--- src/rtl/jacd_pkg.sv ---
// Shared types, widths and constants for the joystick axis calibration block.
package jacd_pkg;

  localparam int AXES      = 4;
  localparam int AXIS_W    = 2;
  localparam int SAMPLE_W  = 12;
  localparam int POS_W     = 8;
  localparam int MARGIN_W  = 6;
  localparam int QUO_W     = 7;
  localparam int NUM_W     = 19;
  localparam int DEN_W     = 12;
  localparam int CELLS     = QUO_W;
  localparam int SHIFT_W   = 3;
  localparam int SCALE_SH  = 7;
  localparam int PADDR_W   = 5;
  localparam int PDATA_W   = 32;
  localparam int REG_IDX_W = 3;

  localparam logic [POS_W-1:0] POS_ZERO   = 8'd0;
  localparam logic [POS_W-1:0] POS_LOW_TOP = 8'd127;
  localparam logic [POS_W-1:0] POS_MID    = 8'd128;
  localparam logic [POS_W-1:0] POS_HI_BASE = 8'd129;
  localparam logic [POS_W-1:0] POS_HI_TOP = 8'd254;
  localparam logic [POS_W-1:0] POS_MAX    = 8'd255;

  typedef enum logic [REG_IDX_W-1:0] {
    REG_CAL_LOW,
    REG_CAL_HIGH,
    REG_CENTRE0,
    REG_CENTRE1,
    REG_CENTRE2,
    REG_CENTRE3,
    REG_DEAD_MARGIN
  } reg_idx_e;

  typedef struct packed {
    logic [SAMPLE_W-1:0]           cal_low;
    logic [SAMPLE_W-1:0]           cal_high;
    logic [AXES-1:0][SAMPLE_W-1:0] centre;
    logic [MARGIN_W-1:0]           margin;
  } cfg_t;

  localparam cfg_t CFG_RESET = '{
    cal_low:  12'd10,
    cal_high: 12'd4080,
    centre:   {12'd1964, 12'd2142, 12'd1960, 12'd2103},
    margin:   6'd10
  };

  // One item in flight through a divider chain; the quotient of forced items is ignored.
  typedef struct packed {
    logic [AXIS_W-1:0] axis;
    logic              forced;
    logic [POS_W-1:0]  base;
    logic [NUM_W-1:0]  rem;
    logic [DEN_W-1:0]  den;
    logic [QUO_W-1:0]  quo;
  } div_item_t;

endpackage

--- src/rtl/jacd_if.sv ---
// Valid/ready stream interfaces for sample beats and position beats.
interface jacd_in_if import jacd_pkg::*; ();
  logic                valid;
  logic                ready;
  logic [AXIS_W-1:0]   axis;
  logic [SAMPLE_W-1:0] raw_sample;

  modport source (output valid, output axis, output raw_sample, input ready);
  modport sink   (input valid, input axis, input raw_sample, output ready);
endinterface

interface jacd_out_if import jacd_pkg::*; ();
  logic              valid;
  logic              ready;
  logic [AXIS_W-1:0] axis_tag;
  logic [POS_W-1:0]  position;

  modport source (output valid, output axis_tag, output position, input ready);
  modport sink   (input valid, input axis_tag, input position, output ready);
endinterface

--- src/rtl/joystick_axis_calibrate_deadzone_core.sv ---
// Top level of the joystick axis calibration and deadzone block.
//
// Usage: software programs cal_low, cal_high, the four axis centres and the
// deadzone margin over the APB-style port (register i at byte address 4*i)
// while no sample beats are in flight; pready is always high, reads return
// the stored values. Sample beats (axis, raw_sample) enter on in_i, position
// beats (axis_tag, position) leave on out_o in the same order, one per sample.
//
// Datapath: an entry stage clamps against the calibration points and sets up
// the segment division, a row of seven restoring divider cells produces one
// quotient bit each, a deadzone stage snaps or sets up the band rescale, a
// second row of seven cells divides again, and an output register adds the
// band base. That is 17 register stages; while the receiver does not stall,
// the block takes one sample per cycle.
//
// Reset loads the documented default calibration and empties every stage.
// When the receiver stalls, the output register holds its beat and each
// stage keeps accepting until the beat ahead of it is blocked, so bubbles in
// the chain are squeezed out before in_i.ready drops.
module joystick_axis_calibrate_deadzone_core import jacd_pkg::*; (
  input  logic               clk_i,
  input  logic               rst_ni,
  jacd_in_if.sink            in_i,
  jacd_out_if.source         out_o,
  input  logic               psel,
  input  logic               penable,
  input  logic               pwrite,
  input  logic [PADDR_W-1:0] paddr,
  input  logic [PDATA_W-1:0] pwdata,
  output logic [PDATA_W-1:0] prdata,
  output logic               pready
);

  cfg_t cfg;

  logic      v1 [CELLS+1];
  logic      r1 [CELLS+1];
  div_item_t it1 [CELLS+1];
  logic      v2 [CELLS+1];
  logic      r2 [CELLS+1];
  div_item_t it2 [CELLS+1];

  logic              out_valid_q;
  logic [AXIS_W-1:0] out_axis_q;
  logic [POS_W-1:0]  out_pos_q, out_pos_d;
  logic              out_take;

  assign pready = 1'b1;

  jacd_regs u_regs (
    .clk_i   (clk_i),
    .rst_ni  (rst_ni),
    .psel    (psel),
    .penable (penable),
    .pwrite  (pwrite),
    .paddr   (paddr),
    .pwdata  (pwdata),
    .prdata  (prdata),
    .cfg_o   (cfg)
  );

  jacd_entry u_entry (
    .clk_i   (clk_i),
    .rst_ni  (rst_ni),
    .cfg_i   (cfg),
    .valid_i (in_i.valid),
    .axis_i  (in_i.axis),
    .raw_i   (in_i.raw_sample),
    .ready_o (in_i.ready),
    .valid_o (v1[0]),
    .item_o  (it1[0]),
    .ready_i (r1[0])
  );

  // Segment divider: cell g resolves quotient bit QUO_W-1-g.
  for (genvar g = 0; g < CELLS; g++) begin : g_div_seg
    jacd_cell u_cell (
      .clk_i   (clk_i),
      .rst_ni  (rst_ni),
      .shift_i (SHIFT_W'(QUO_W - 1 - g)),
      .valid_i (v1[g]),
      .item_i  (it1[g]),
      .ready_o (r1[g]),
      .valid_o (v1[g+1]),
      .item_o  (it1[g+1]),
      .ready_i (r1[g+1])
    );
  end

  jacd_dzone u_dzone (
    .clk_i    (clk_i),
    .rst_ni   (rst_ni),
    .margin_i (cfg.margin),
    .valid_i  (v1[CELLS]),
    .item_i   (it1[CELLS]),
    .ready_o  (r1[CELLS]),
    .valid_o  (v2[0]),
    .item_o   (it2[0]),
    .ready_i  (r2[0])
  );

  // Band rescale divider, same cell row.
  for (genvar g = 0; g < CELLS; g++) begin : g_div_band
    jacd_cell u_cell (
      .clk_i   (clk_i),
      .rst_ni  (rst_ni),
      .shift_i (SHIFT_W'(QUO_W - 1 - g)),
      .valid_i (v2[g]),
      .item_i  (it2[g]),
      .ready_o (r2[g]),
      .valid_o (v2[g+1]),
      .item_o  (it2[g+1]),
      .ready_i (r2[g+1])
    );
  end

  // Output register: add the band base unless the value was snapped.
  assign out_take      = !out_valid_q || out_o.ready;
  assign r2[CELLS]     = out_take;
  assign out_pos_d     = it2[CELLS].forced ? it2[CELLS].base
                                           : it2[CELLS].base + POS_W'(it2[CELLS].quo);
  assign out_o.valid    = out_valid_q;
  assign out_o.axis_tag = out_axis_q;
  assign out_o.position = out_pos_q;

  always_ff @(posedge clk_i or negedge rst_ni) begin
    if (!rst_ni) begin
      out_valid_q <= 1'b0;
    end else if (out_take) begin
      out_valid_q <= v2[CELLS];
    end
  end

  always_ff @(posedge clk_i) begin
    if (out_take) begin
      out_axis_q <= it2[CELLS].axis;
      out_pos_q  <= out_pos_d;
    end
  end

endmodule

--- src/rtl/jacd_regs.sv ---
// APB-style calibration register file.
module jacd_regs import jacd_pkg::*; (
  input  logic               clk_i,
  input  logic               rst_ni,
  input  logic               psel,
  input  logic               penable,
  input  logic               pwrite,
  input  logic [PADDR_W-1:0] paddr,
  input  logic [PDATA_W-1:0] pwdata,
  output logic [PDATA_W-1:0] prdata,
  output cfg_t               cfg_o
);

  cfg_t     cfg_q, cfg_d;
  reg_idx_e idx;
  logic     wr_en;

  assign idx   = reg_idx_e'(paddr[PADDR_W-1:2]);
  assign wr_en = psel && penable && pwrite;
  assign cfg_o = cfg_q;

  always_comb begin
    cfg_d = cfg_q;
    if (wr_en) begin
      unique case (idx)
        REG_CAL_LOW:     cfg_d.cal_low   = pwdata[SAMPLE_W-1:0];
        REG_CAL_HIGH:    cfg_d.cal_high  = pwdata[SAMPLE_W-1:0];
        REG_CENTRE0:     cfg_d.centre[0] = pwdata[SAMPLE_W-1:0];
        REG_CENTRE1:     cfg_d.centre[1] = pwdata[SAMPLE_W-1:0];
        REG_CENTRE2:     cfg_d.centre[2] = pwdata[SAMPLE_W-1:0];
        REG_CENTRE3:     cfg_d.centre[3] = pwdata[SAMPLE_W-1:0];
        REG_DEAD_MARGIN: cfg_d.margin    = pwdata[MARGIN_W-1:0];
        default:         cfg_d = cfg_q;
      endcase
    end
  end

  always_comb begin
    unique case (idx)
      REG_CAL_LOW:     prdata = PDATA_W'(cfg_q.cal_low);
      REG_CAL_HIGH:    prdata = PDATA_W'(cfg_q.cal_high);
      REG_CENTRE0:     prdata = PDATA_W'(cfg_q.centre[0]);
      REG_CENTRE1:     prdata = PDATA_W'(cfg_q.centre[1]);
      REG_CENTRE2:     prdata = PDATA_W'(cfg_q.centre[2]);
      REG_CENTRE3:     prdata = PDATA_W'(cfg_q.centre[3]);
      REG_DEAD_MARGIN: prdata = PDATA_W'(cfg_q.margin);
      default:         prdata = '0;
    endcase
  end

  always_ff @(posedge clk_i or negedge rst_ni) begin
    if (!rst_ni) begin
      cfg_q <= CFG_RESET;
    end else begin
      cfg_q <= cfg_d;
    end
  end

endmodule

--- src/rtl/jacd_entry.sv ---
// Entry stage: clamp against the calibration points and set up the first division.
module jacd_entry import jacd_pkg::*; (
  input  logic                clk_i,
  input  logic                rst_ni,
  input  cfg_t                cfg_i,
  input  logic                valid_i,
  input  logic [AXIS_W-1:0]   axis_i,
  input  logic [SAMPLE_W-1:0] raw_i,
  output logic                ready_o,
  output logic                valid_o,
  output div_item_t           item_o,
  input  logic                ready_i
);

  logic                valid_q;
  div_item_t           item_q, item_d;
  logic [AXIS_W-1:0]   sel;
  logic [SAMPLE_W-1:0] mid;
  logic [SAMPLE_W-1:0] diff;

  assign ready_o = !valid_q || ready_i;
  assign valid_o = valid_q;
  assign item_o  = item_q;

  always_comb begin
    sel  = (axis_i > AXIS_W'(AXES - 1)) ? AXIS_W'(AXES - 1) : axis_i;
    mid  = cfg_i.centre[sel];
    diff = '0;
    item_d      = '0;
    item_d.axis = axis_i;
    priority if (raw_i <= cfg_i.cal_low) begin
      item_d.forced = 1'b1;
      item_d.base   = POS_ZERO;
    end else if (raw_i >= cfg_i.cal_high) begin
      item_d.forced = 1'b1;
      item_d.base   = POS_MAX;
    end else if (raw_i == mid) begin
      item_d.forced = 1'b1;
      item_d.base   = POS_MID;
    end else if (raw_i < mid) begin
      // low segment: (raw - low) * 128 / (mid - low)
      diff        = raw_i - cfg_i.cal_low;
      item_d.rem  = NUM_W'(diff) << SCALE_SH;
      item_d.den  = DEN_W'(mid - cfg_i.cal_low);
      item_d.base = POS_ZERO;
    end else begin
      // high segment: 128 + (raw - mid) * 127 / (high - mid)
      diff        = raw_i - mid;
      item_d.rem  = (NUM_W'(diff) << SCALE_SH) - NUM_W'(diff);
      item_d.den  = DEN_W'(cfg_i.cal_high - mid);
      item_d.base = POS_MID;
    end
  end

  always_ff @(posedge clk_i or negedge rst_ni) begin
    if (!rst_ni) begin
      valid_q <= 1'b0;
    end else if (ready_o) begin
      valid_q <= valid_i;
    end
  end

  always_ff @(posedge clk_i) begin
    if (ready_o) begin
      item_q <= item_d;
    end
  end

endmodule

--- src/rtl/jacd_cell.sv ---
// Divider cell: one restoring quotient bit per stage, then hand the item on.
module jacd_cell import jacd_pkg::*; (
  input  logic               clk_i,
  input  logic               rst_ni,
  input  logic [SHIFT_W-1:0] shift_i,
  input  logic               valid_i,
  input  div_item_t          item_i,
  output logic               ready_o,
  output logic               valid_o,
  output div_item_t          item_o,
  input  logic               ready_i
);

  logic             valid_q;
  div_item_t        item_q, item_d;
  logic [NUM_W-1:0] trial;

  assign ready_o = !valid_q || ready_i;
  assign valid_o = valid_q;
  assign item_o  = item_q;

  always_comb begin
    trial  = NUM_W'(item_i.den) << shift_i;
    item_d = item_i;
    if (item_i.rem >= trial) begin
      item_d.rem          = item_i.rem - trial;
      item_d.quo[shift_i] = 1'b1;
    end
  end

  always_ff @(posedge clk_i or negedge rst_ni) begin
    if (!rst_ni) begin
      valid_q <= 1'b0;
    end else if (ready_o) begin
      valid_q <= valid_i;
    end
  end

  always_ff @(posedge clk_i) begin
    if (ready_o) begin
      item_q <= item_d;
    end
  end

endmodule

--- src/rtl/jacd_dzone.sv ---
// Deadzone stage: snap near 0, 128 and 255 and at the band edges, else set up the band rescale division.
module jacd_dzone import jacd_pkg::*; (
  input  logic                clk_i,
  input  logic                rst_ni,
  input  logic [MARGIN_W-1:0] margin_i,
  input  logic                valid_i,
  input  div_item_t           item_i,
  output logic                ready_o,
  output logic                valid_o,
  output div_item_t           item_o,
  input  logic                ready_i
);

  logic             valid_q;
  div_item_t        item_q, item_d;
  logic [POS_W-1:0] v, m, lo_a, hi_a, lo_b, hi_b, diff;

  assign ready_o = !valid_q || ready_i;
  assign valid_o = valid_q;
  assign item_o  = item_q;

  always_comb begin
    v    = item_i.forced ? item_i.base : item_i.base + POS_W'(item_i.quo);
    m    = POS_W'(margin_i);
    lo_a = m + POS_W'(1);
    hi_a = POS_LOW_TOP - m;
    lo_b = POS_HI_BASE + m;
    hi_b = POS_HI_TOP - m;
    diff = '0;
    item_d      = '0;
    item_d.axis = item_i.axis;
    priority if (v <= m) begin
      item_d.forced = 1'b1;
      item_d.base   = POS_ZERO;
    end else if (v >= POS_MAX - m) begin
      item_d.forced = 1'b1;
      item_d.base   = POS_MAX;
    end else if (v >= POS_MID - m && v <= POS_MID + m) begin
      item_d.forced = 1'b1;
      item_d.base   = POS_MID;
    end else if (v < POS_MID - m) begin
      // lower band rescales to 0..127
      priority if (v <= lo_a) begin
        item_d.forced = 1'b1;
        item_d.base   = POS_ZERO;
      end else if (v >= hi_a) begin
        item_d.forced = 1'b1;
        item_d.base   = POS_LOW_TOP;
      end else begin
        diff        = v - lo_a;
        item_d.rem  = (NUM_W'(diff) << SCALE_SH) - NUM_W'(diff);
        item_d.den  = DEN_W'(hi_a - lo_a);
        item_d.base = POS_ZERO;
      end
    end else begin
      // upper band rescales to 129..255
      priority if (v <= lo_b) begin
        item_d.forced = 1'b1;
        item_d.base   = POS_HI_BASE;
      end else if (v >= hi_b) begin
        item_d.forced = 1'b1;
        item_d.base   = POS_MAX;
      end else begin
        diff        = v - lo_b;
        item_d.rem  = (NUM_W'(diff) << SCALE_SH) - (NUM_W'(diff) << 1);
        item_d.den  = DEN_W'(hi_b - lo_b);
        item_d.base = POS_HI_BASE;
      end
    end
  end

  always_ff @(posedge clk_i or negedge rst_ni) begin
    if (!rst_ni) begin
      valid_q <= 1'b0;
    end else if (ready_o) begin
      valid_q <= valid_i;
    end
  end

  always_ff @(posedge clk_i) begin
    if (ready_o) begin
      item_q <= item_d;
    end
  end

endmodule

--- src/flat_wrapper.sv ---
// flat-port wrapper written by rule: the top's interface ports become plain ports
module joystick_axis_calibrate_deadzone_core_flat import jacd_pkg::*;
  (clk_i, rst_ni, psel, penable, pwrite, paddr, pwdata, prdata, pready, in_i_valid, in_i_axis, in_i_raw_sample, in_i_ready, out_o_valid, out_o_axis_tag, out_o_position, out_o_ready);
  jacd_in_if in_i_i ();
  jacd_out_if out_o_i ();
  input  logic clk_i;
  input  logic rst_ni;
  input  logic psel;
  input  logic penable;
  input  logic pwrite;
  input  logic [PADDR_W-1:0] paddr;
  input  logic [PDATA_W-1:0] pwdata;
  output logic [PDATA_W-1:0] prdata;
  output logic pready;
  input wire logic [$bits(in_i_i.valid)-1:0] in_i_valid;
  input wire logic [$bits(in_i_i.axis)-1:0] in_i_axis;
  input wire logic [$bits(in_i_i.raw_sample)-1:0] in_i_raw_sample;
  output wire logic [$bits(in_i_i.ready)-1:0] in_i_ready;
  output wire logic [$bits(out_o_i.valid)-1:0] out_o_valid;
  output wire logic [$bits(out_o_i.axis_tag)-1:0] out_o_axis_tag;
  output wire logic [$bits(out_o_i.position)-1:0] out_o_position;
  input wire logic [$bits(out_o_i.ready)-1:0] out_o_ready;
  assign in_i_i.valid = in_i_valid;
  assign in_i_i.axis = in_i_axis;
  assign in_i_i.raw_sample = in_i_raw_sample;
  assign in_i_ready = in_i_i.ready;
  assign out_o_valid = out_o_i.valid;
  assign out_o_axis_tag = out_o_i.axis_tag;
  assign out_o_position = out_o_i.position;
  assign out_o_i.ready = out_o_ready;
  joystick_axis_calibrate_deadzone_core u_core (.clk_i(clk_i), .rst_ni(rst_ni), .in_i(in_i_i), .out_o(out_o_i), .psel(psel), .penable(penable), .pwrite(pwrite), .paddr(paddr), .pwdata(pwdata), .prdata(prdata), .pready(pready));
endmodule
--- config.mk ---
export PLATFORM = sky130hd
export DESIGN_NAME = joystick_axis_calibrate_deadzone_core_flat
export DESIGN_NICKNAME = d
export VERILOG_FILES = /design/src/rtl/jacd_pkg.sv /design/src/rtl/jacd_if.sv /design/src/rtl/joystick_axis_calibrate_deadzone_core.sv /design/src/rtl/jacd_regs.sv /design/src/rtl/jacd_entry.sv /design/src/rtl/jacd_cell.sv /design/src/rtl/jacd_dzone.sv /design/src/flat_wrapper.sv
export SDC_FILE = /design/constraint.sdc
export NUM_CORES = 1
export LEC_CHECK = 0
export BUFFER_PORTS_ARGS = -buffer_cell sky130_fd_sc_hd__buf_4
export CORE_UTILIZATION = 48
export CTS_CLUSTER_SIZE = 10
export DETAILED_ROUTE_END_ITERATION = 8
export GPL_TIMING_DRIVEN = 0
export PLACE_DENSITY = 0.75
export SKIP_LAST_GASP = 1
export SYNTH_ARGS = -nofsm -noshare
export SYNTH_HDL_FRONTEND = slang
export SYNTH_HIERARCHICAL = 1
export SYNTH_SLANG_ARGS = --single-unit
--- constraint.sdc ---
create_clock -name clk_i -period 42.8 [get_ports clk_i]
set_input_delay 2.14 -clock clk_i [delete_from_list [all_inputs] [get_ports clk_i]]
set_output_delay 2.14 -clock clk_i [all_outputs]
set_load 0.02 [all_outputs]
Word level (Yosys, flattened, before mapping)
Cells that the tools add are included.
Cells by class
  multipliers: 0
  equality and inequality tests: 7
  bitwise logic cells: 0
  divide/modulo/power cells: 0
  mux-type cells: 35
  reductions and logical operators: 49
  order comparisons: 28
  shifts and indexed selects: 0
  $add $sub $neg: 32
Operators by type and width (count)
  $mux W19: 12
  $mux W31: 4
  $pmux W12 S7: 1
  $mux W8: 6
  $sub A12 B12 Y12: 4
  $mux W40: 1
  $mux W39: 1
  $ge A19 B12 Y1: 2
  $ge A19 B13 Y1: 2
  $ge A19 B14 Y1: 2
  $ge A19 B15 Y1: 2
  $ge A19 B16 Y1: 2
  $ge A19 B17 Y1: 2
  $ge A19 B18 Y1: 2
  $sub A19 B13 Y19: 2
  $sub A19 B14 Y19: 2
  $sub A19 B15 Y19: 2
  $sub A19 B16 Y19: 2
  $sub A19 B17 Y19: 2
  $sub A19 B18 Y19: 2
  $ge A8 B8 Y1: 4
  $bmux W12 S2: 1
  $sub A19 B12 Y19: 1
  $mux W9: 2
  other kinds (38): 88
Storage, ports and cells
  register bits: 813
  memory bits (writable): 0
  bits of input ports: 58
  logic and storage cells: 282
  memories kept: 0
  bits in latches: 0
  output and inout bits: 45
  ROM bits: 0

Longest topological paths before layout
  depth after elaboration: 18
  gate-level depth with buffers: 20
  mapped depth without buffers: 18

Cells and area by module
The synthesis kept the hierarchy.
By module, submodules not included
  jacd_cell at u_core.g_div_band[0].u_cell ...: cells an instance 301, area an instance 3378.2 µm², sequential area each 1496.4 µm², times used 12
  jacd_entry: cells an instance 548, area an instance 4845.9 µm², sequential area each 1106.1 µm², times used 1
  jacd_dzone: cells an instance 480, area an instance 4237.8 µm², sequential area each 955.9 µm², times used 1
  jacd_regs: cells an instance 283, area an instance 3930.0 µm², sequential area each 1998.2 µm², times used 1
  jacd_cell at u_core.g_div_seg[6].u_cell: cells an instance 291, area an instance 3425.8 µm², sequential area each 1496.4 µm², times used 1
  jacd_cell at u_core.g_div_band[3].u_cell: cells an instance 290, area an instance 3324.4 µm², sequential area each 1496.4 µm², times used 1
  joystick_axis_calibrate_deadzone_core: cells an instance 70, area an instance 740.7 µm², sequential area each 325.3 µm², times used 1

Worst setup path after synthesis
No wires, ideal clock.
  path type: input to output
  start point: input port out_o_ready
  end point: output port in_i_ready
  buffers on the path: 0
  slack: 16.587 ns
  arrival: 24.073 ns
  stages on the path: 17
  data required time: 40.660 ns
  cell sequence: nand2b_1 > nand2b_1 > nand2b_1 > nand2b_1 > nand2b_1 > nand2b_1 > nand2b_1 > nand2b_1 > nand2b_1 > nand2b_1 > nand2b_1 > nand2b_1 > nand2b_1 > nand2b_1 > nand2b_1 > nand2b_1 > nand2b_1
RTL lines
  start, declared: line flat_wrapper.sv:22  | input wire logic [$bits(out_o_i.ready)-1:0] out_o_ready;
  end, declared: line flat_wrapper.sv:18  | output wire logic [$bits(in_i_i.ready)-1:0] in_i_ready;

==> results.ini <==
[run_status]
status=completed

[clocking]
path_clk_slew_ns=0.05
clkLatencyLatePin_ns=0.68
post_cts_buffers=0
postCtsHoldBufs=0
h-tree-depth=3
clock-root-buffer=clkbuf_16
cts_sinks=796
cts_tree=yes
cts_buffers=94
clock_path_buffers=3
cts_resized=0

[final_layout]
fin_area_um2=63700
drive_gt1_share_pct=17.6
area_delta_synth_final_pct=10.7
fin_nets=6073
layout_common_cells=701 x edfxtp_1, 389 x ha_1, 358 x a21oi_1
post-route-util_pct=53.8
stdcell_count=7279
antennaDiodeCount=0
final_common_cell=edfxtp_1

[synth]
yosys_warnings=6
avgSynthCellArea_um2=10.9
netlist_area_um2=57600
syn_inst=5293

[setup_path]
path_cells=buf_4 > nand2b_1 > nand2b_1 > nand2b_2 > nand2b_2 > buf_12 > nand2b_2 > nand2b_2 > nand2b_2 > nand2b_2 > nand2b_2 > nand2b_1 > nand2b_2 > buf_12 > nand2b_2 > nand2b_2 > nand2b_2 > nand2b_2 > nand2b_2 > nand2b_2 > buf_4
crit_arrival_ns=11.88
critPathCaptureType=primary output
crit_family=simple AND/OR/NAND/NOR gates
slowest_delay_ns=0.79
path_common_cell=nand2b_2
crit_path_start_kind=input port
crit_required_ns=40.66
slowest_stage=nand2b_1
worst-path-max-fanout=44
cp.buffers_inverters=4
critPathKind=in -> out

[route]
drc=0
ant_nets=0
wire_per_inst_um=20.1
routed_wirelength_mm=146
num_vias=43800
first_pass_iters=6
routed_via_density=6.01
drt_iter0_drc=3656

[global_routing]
grt_antenna_before_repair=0
grt_pass1_wl_mm=230
grt-ovfl-total=0
grt_usage_pct=23.6
grt_max_degree=96
grt_pass1_vias=41700

[sta]
min_period_over_period_pct=32.8
min_period_ns=14.02
worstMarginPinSlew_ns=1.17
max-slew-margin-rel_pct=21.5
max_freq_mhz=71.3
slew_viol_final=0
finalHoldViolCount=0
setup_viol=0
setup_tns_ns=0
rsz0062_at_grt=false
fin_worst_skew_ns=0.0386

[die]
die_area_um2=121000
core_um2=118000
ios=103
die_x_um=348
die_y_um=348
num_rows=126
start_util_pct=48.6

[placement]
dpl.hpwl_mm=113
portBuffers=57
placed_cell_area_um2=60800
place_congestion=0.946
place_inst=7110

[power_and_ir_drop]
powerDensity_nw_per_um2=83.5
p_leak_nw=25.4
vdd_drop_max_uv=47.5

[flow_run]
cap_violations=0

[worst_hold_path]
hold_path.class=reg -> reg

-- metal layers --
layer | track usage [%] | routed length, um | part of all wire (%) | up-vias
met1 | 31.6 | 63900 | 44 | 21000
met4 | 8.63 | 5320 | 3.6 | 0
met5 | 0 | 0 | 0 | -
li1 | - | - | - | 21000
met3 | 2.81 | 7730 | 5.3 | 295
met2 | 39.3 | 69400 | 47 | 1546
-- final cells by class --
cell class / count / area, um2
plain buffers: 311 / 1760
clock buffers: 152 / 2640
clock inverters: 16 / 236
fillers: 10200 / 54700
inverters: 191 / 722
multi-input cells: 4143 / 32200
flip-flops and latches: 796 / 23500
well taps: 1600 / 2000
repair buffers: 70 / 699
-- where the power goes --
part | internal, mW | switching, mW
Sequential | 1.28 | 0.210
Clock | 0.435 | 0.307
Combinational | 1.32 | 1.77
Total | 3.04 | 2.28
-- registers in the layout, summed over array words and instances (netlist names), 2 cells and up --
signal and cells:
u_core/g_div_band.u_cell/item_o 312, u_core/g_div_band.u_cell/valid_o 7, u_core/g_div_seg.u_cell/item_o 312, u_core/g_div_seg.u_cell/valid_o 7
u_core/out_o.axis_tag 2, u_core/out_o.position 8, u_core/u_dzone/item_o 31, u_core/u_entry/item_o 36
u_core/u_regs/cfg_o 78
-- stage by stage --
| stage | total power [mW] | hold WS [ns] | worst slack, ns |
|---|---|---|---|
| floorplan | 3.76 | 0.400 | 18.12 |
| global placement | 4.46 | 0.401 | 11.66 |
| detailed placement | 4.51 | 0.405 | 28.55 |
| CTS | 5.28 | 0.401 | 28.51 |
| global route | 5.67 | 0.420 | 27.94 |
| finish | 5.32 | 0.401 | 28.78 |
-- final timing paths --
kind,slack [ns],to,startpoint,depth (start not counted)
setup / recovery,28.78,in_i_ready,out_o_ready,21
hold / removal,0.40,u_core/g_div_band[3].u_cell/item_o[42],u_core/g_div_band[2].u_cell/item_o[42],0
setup reg to reg,32.75,u_core/u_entry/item_o[34],u_core/out_o.valid,19
hold reg to reg,0.40,u_core/g_div_band[3].u_cell/item_o[42],u_core/g_div_band[2].u_cell/item_o[42],0
max in group asynchronous,40.86,u_core/u_regs/cfg_o[1],rst_ni,2
min in group asynchronous,1.25,u_core/u_regs/cfg_o[74],rst_ni,1
Power figures use the tool's default switching activity.
